<file path="src/hgn_pkg.sv">
// hgn_pkg: shared types and constants for the heightfield grid normal block.
// Used by the controller, the datapath, the channel interfaces and the top level.
package hgn_pkg;

	localparam int VTX_W  = 24;
	localparam int NRM_W  = 16;
	localparam int IDX_W  = 16;
	localparam int SIDE_W = 8;
	localparam logic [SIDE_W-1:0] SIDE_RESET = 8'd64;

	typedef enum logic [3:0] {
		ST_IDLE,
		ST_RD0,
		ST_RD1,
		ST_RD2,
		ST_MUL,
		ST_MAG,
		ST_SHF,
		ST_SQ,
		ST_SQRT,
		ST_DIVL,
		ST_DIV,
		ST_OUT1,
		ST_OUT2
	} state_t;

	typedef struct packed {
		logic load;
		logic rd_a;
		logic rd_an;
		logic commit;
		logic mul_step;
		logic mag;
		logic shf_step;
		logic sq_step;
		logic sqrt_step;
		logic div_load;
		logic div_step;
		logic sel_second;
	} cmd_t;

	typedef struct packed {
		logic emit_first;
		logic interior;
		logic second;
		logic mul_last;
		logic is_zero;
		logic shf_done;
		logic sq_last;
		logic sqrt_last;
		logic div_bit_last;
		logic div_comp_last;
	} sts_t;

endpackage

</file>
<file path="src/hgn_ctrl.sv">
// hgn_ctrl: sequencing state machine for the grid normal block.
// Depends on hgn_pkg; drives hgn_dp through cmd_t and reads sts_t.
module hgn_ctrl (
	input  logic          clk,
	input  logic          arst_n,
	input  logic          in_valid,
	output logic          in_ready,
	output logic          out_valid,
	input  logic          out_ready,
	output hgn_pkg::cmd_t cmd,
	input  hgn_pkg::sts_t sts
);
	hgn_pkg::state_t state_q, state_d;

	always_ff @(posedge clk or negedge arst_n) begin
		if (!arst_n) begin
			state_q <= hgn_pkg::ST_IDLE;
		end else begin
			state_q <= state_d;
		end
	end

	always_comb begin
		state_d   = state_q;
		cmd       = '0;
		in_ready  = 1'b0;
		out_valid = 1'b0;
		case (state_q)
			hgn_pkg::ST_IDLE: begin
				in_ready = 1'b1;
				if (in_valid) begin
					cmd.load = 1'b1;
					state_d  = hgn_pkg::ST_RD0;
				end
			end
			hgn_pkg::ST_RD0: begin
				cmd.rd_a = 1'b1;
				state_d  = hgn_pkg::ST_RD1;
			end
			hgn_pkg::ST_RD1: begin
				cmd.rd_an = 1'b1;
				state_d   = hgn_pkg::ST_RD2;
			end
			hgn_pkg::ST_RD2: begin
				cmd.commit = 1'b1;
				if (!sts.emit_first) begin
					state_d = hgn_pkg::ST_IDLE;
				end else if (sts.interior) begin
					state_d = hgn_pkg::ST_MUL;
				end else begin
					state_d = hgn_pkg::ST_OUT1;
				end
			end
			hgn_pkg::ST_MUL: begin
				cmd.mul_step = 1'b1;
				if (sts.mul_last) begin
					state_d = hgn_pkg::ST_MAG;
				end
			end
			hgn_pkg::ST_MAG: begin
				cmd.mag = 1'b1;
				state_d = hgn_pkg::ST_SHF;
			end
			hgn_pkg::ST_SHF: begin
				if (sts.is_zero) begin
					state_d = hgn_pkg::ST_OUT1;
				end else if (sts.shf_done) begin
					state_d = hgn_pkg::ST_SQ;
				end else begin
					cmd.shf_step = 1'b1;
				end
			end
			hgn_pkg::ST_SQ: begin
				cmd.sq_step = 1'b1;
				if (sts.sq_last) begin
					state_d = hgn_pkg::ST_SQRT;
				end
			end
			hgn_pkg::ST_SQRT: begin
				cmd.sqrt_step = 1'b1;
				if (sts.sqrt_last) begin
					state_d = hgn_pkg::ST_DIVL;
				end
			end
			hgn_pkg::ST_DIVL: begin
				cmd.div_load = 1'b1;
				state_d      = hgn_pkg::ST_DIV;
			end
			hgn_pkg::ST_DIV: begin
				cmd.div_step = 1'b1;
				if (sts.div_bit_last) begin
					state_d = sts.div_comp_last ? hgn_pkg::ST_OUT1 : hgn_pkg::ST_DIVL;
				end
			end
			hgn_pkg::ST_OUT1: begin
				out_valid = 1'b1;
				if (out_ready) begin
					state_d = sts.second ? hgn_pkg::ST_OUT2 : hgn_pkg::ST_IDLE;
				end
			end
			hgn_pkg::ST_OUT2: begin
				out_valid      = 1'b1;
				cmd.sel_second = 1'b1;
				if (out_ready) begin
					state_d = hgn_pkg::ST_IDLE;
				end
			end
			default: begin
				state_d = hgn_pkg::ST_IDLE;
			end
		endcase
	end
endmodule

</file>
<file path="config.mk">
export PLATFORM = sky130hd
export DESIGN_NAME = hgn_ctrl
export DESIGN_NICKNAME = d
export VERILOG_FILES = /design/src/hgn_pkg.sv /design/src/hgn_ctrl.sv
export SDC_FILE = /design/constraint.sdc
export NUM_CORES = 1
export LEC_CHECK = 0
export BUFFER_PORTS_ARGS = -buffer_cell sky130_fd_sc_hd__buf_2
export CAP_MARGIN = 15
export CORE_AREA = 2 2 39 41
export CTS_BUF_LIST = sky130_fd_sc_hd__clkbuf_8
export DETAILED_ROUTE_END_ITERATION = 8
export DIE_AREA = 0 0 41 43
export PLACE_DENSITY = 0.71
export SLEW_MARGIN = 30
export SYNTH_ARGS = -nofsm -noshare
export SYNTH_HDL_FRONTEND = slang
export SYNTH_SLANG_ARGS = --single-unit
</file>
<file path="constraint.sdc">
create_clock -name clk -period 2.3 [get_ports clk]
set_input_delay 0.345 -clock clk [delete_from_list [all_inputs] [get_ports clk]]
set_output_delay 0.345 -clock clk [all_outputs]
set_load 0.01 [all_outputs]
</file>
==> summary.md <==
| Metric | Value |
|---|---|
| Drt total wl | 1254 µm |
| Synth Register Bits | 4 |
| Finish-stage setup viols | 0 |
| EDFF count, synth | 0 |
| Area grow syn2layout | 37.31% |
| Post-layout min period | 1.870 ns |
| Worst EP required | 1.96 ns |
| TritonRoute pass-1 iters | 4 |
| Most flop-heavy register | state_q |
| Hpwl dp | 957.2 µm |
| Port Buffers | 27 |
| Synth Net Count | 73 |
| Drt initial violations | 8 |
| Crit end category | output port |
| # fillers | 149 |
| Maximum vdd drop | 0.0005977 V |
| Routed Antenna Nets | 0 |
| Power Dens Cells | 1279 nW/µm² |
| Num rows | 14 |
| Global route total overflow | 0 |
| Tcrit/Tclk final | 81.30% |
| Worst min path class | in -> async |
| Die width | 41 µm |
| Largest regs | state_q (4) |
| Max-cap violations | 0 |
| Top FF cell, synth | dfrtp_1 |
| Largest net degree at the start of global routing | 13 |
| Most frequent cells in the layout | buf_2, nor2_1, nand2b_1, inv_1, dfrtp_1 |
| Reg area | 100.1 µm² |
| Cell count after placement | 98 |
| Multi-input logic area | 341.6 µm² |
| Drt drc | 0 |
| Synth top area cells | dfrtp_1, nor2_1, mux2_1 |
| RSZ-0062 raised after global routing | false |
| Crit Path Class | reg -> out |
| First-pass GRT wire length | 1980 µm |
| Finished Layout Cells | 102 |
| Total inserted antenna cells | 0 |
| Worst slew pin tran | 0.4016 ns |
| CTS clk-pin slew, worst paths | 0.03 ns |
| Post-synth cell types | 30 |
| Die area | 1763 µm² |
| DR vias | 524 |
| CTS buffer count | 3 |
| Number of global-route vias before repair | 445 |
| Mapped Area | 483.0 µm² |
| Initial antenna violation count | 0 |
| Synthesis Warnings | 0 |
| Peak Freq | 0.5348 GHz |
| Syn Inst Count | 59 |
| GRT Total Usage | 16.52% |
| CP Max Fanout | 12 |
| Final Hold Fails | 0 |
| Final Skew | 0.0009868 ns |
| CTS Buffer Depth | 2 |
| Sequential area share after synthesis | 20.73% |
| Top cell type's share of synthesized area | 20.73% |
| Via density | 5.137 |
| CTS tree | yes |
| H-tree depth | 1 |
| Gpl congestion | 0.7926 |
| Clk root buf | clkbuf_8 |
| Post-DR wirelength/cell | 12.29 µm |
| Lkg Pwr | 0.3306 nW |
| Most common cell after layout, fill and taps aside | buf_2 |
| Layout cell share with drive strength beyond 1 | 44.19% |
| Yosys top cell by area | dfrtp_1 |
| Asr flop ratio synth | 100.0% |
| I/O Pins | 28 |
| CP startpoint kind | register |
| Rel. slew slack | 73.23% |
| Max-slew violations | 0 |
| Skew-Pair Late Insertion Delay | 0.21 ns |
| Chip height | 43 µm |
| Status | complete, no violations |
| CTS sink count | 4 |
| Critical path arrival | 1.52 ns |
| Core box area | 1384 µm² |
| Setup TNS | 0 ns |
| Post-layout nets | 102 |
| Max reg flops | 4 |
| Mean Syn Cell Area | 8.186 µm² |
| Initial core utilization | 34.90% |
[Yosys cell counts (2+ instances only)]
cell type and n:
dfrtp_1 4, or3_1 2, a31oi_1 3, nand2b_1 4, nand3b_1 2, mux2_1 3, nor2_1 10, and2_1 2
inv_1 4, a21oi_1 2, buf_2 3, nand2_1 2
[per-layer routing]
metal,up-vias,track usage (%),routed length (µm)
met4,0,11.33,11
met2,23,24.06,566
met5,-,0,0
li1,264,-,-
met3,2,2.094,111
met1,235,21.43,565
[cells by family after synthesis]
kind of cell / Yosys count / synth area share, %
AOI/OAI and AO/OA: 13 / 25.65
buffers and inverters: 8 / 8.547
and+or+nand+nor: 30 / 36.01
DFF: 4 / 20.73
muxes: 4 / 9.067
[per-stage QoR]
step	power, mW	hold WS, ns	worst slack [ns]	utilization (%)	cell area, µm²
floorplan	0.5852	0.04941	0.5659	-	483.0
global placement	0.6918	0.1530	0.4532	44.21	611.8
detailed placement	0.7018	0.1573	0.4332	44.21	611.8
CTS	0.8544	0.4687	0.4280	47.92	663.1
global route	0.9228	0.4898	0.2966	47.92	663.1
finish	0.8484	0.4662	0.4300	47.92	663.1
[area by class of cell]
cell class	count	area share [%]
Timing Repair Buffer	28	21.89
Inverter	4	2.264
Sequential cell	4	15.09
Tap cell	16	3.019
Multi-Input combinational cell	47	51.51
Clock buffer	3	6.226
[critical path: stages (launching register included)]
cell	delay, ns
dfrtp_1	0.50
or4b_1	0.61
inv_1	0.09
buf_2	0.12
[worst paths after layout]
kind                            start    endpoint  slack (ns)  depth (start not counted)
setup / recovery           state_q[0]      cmd[3]        0.43                          3
hold / removal                 arst_n  state_q[2]        0.47                          2
setup reg to reg           state_q[3]  state_q[3]        0.44                          4
hold reg to reg            state_q[2]  state_q[2]        0.63                          2
max in group asynchronous      arst_n  state_q[1]        1.71                          2
min in group clk               sts[9]  state_q[2]        0.47                          3
[report_power, final]
group / internal, mW / switching, mW
Sequential: 0.107 / 0.0883
Combinational: 0.244 / 0.266
Clock: 0.111 / 0.0321
Total: 0.462 / 0.386
[repair_timing]
item	CTS	global route
hold buffers	1	0
resized for setup	0	0
hold endpoints to repair	4	0
setup buffers	0	0
Power figures use the tool's default switching activity.
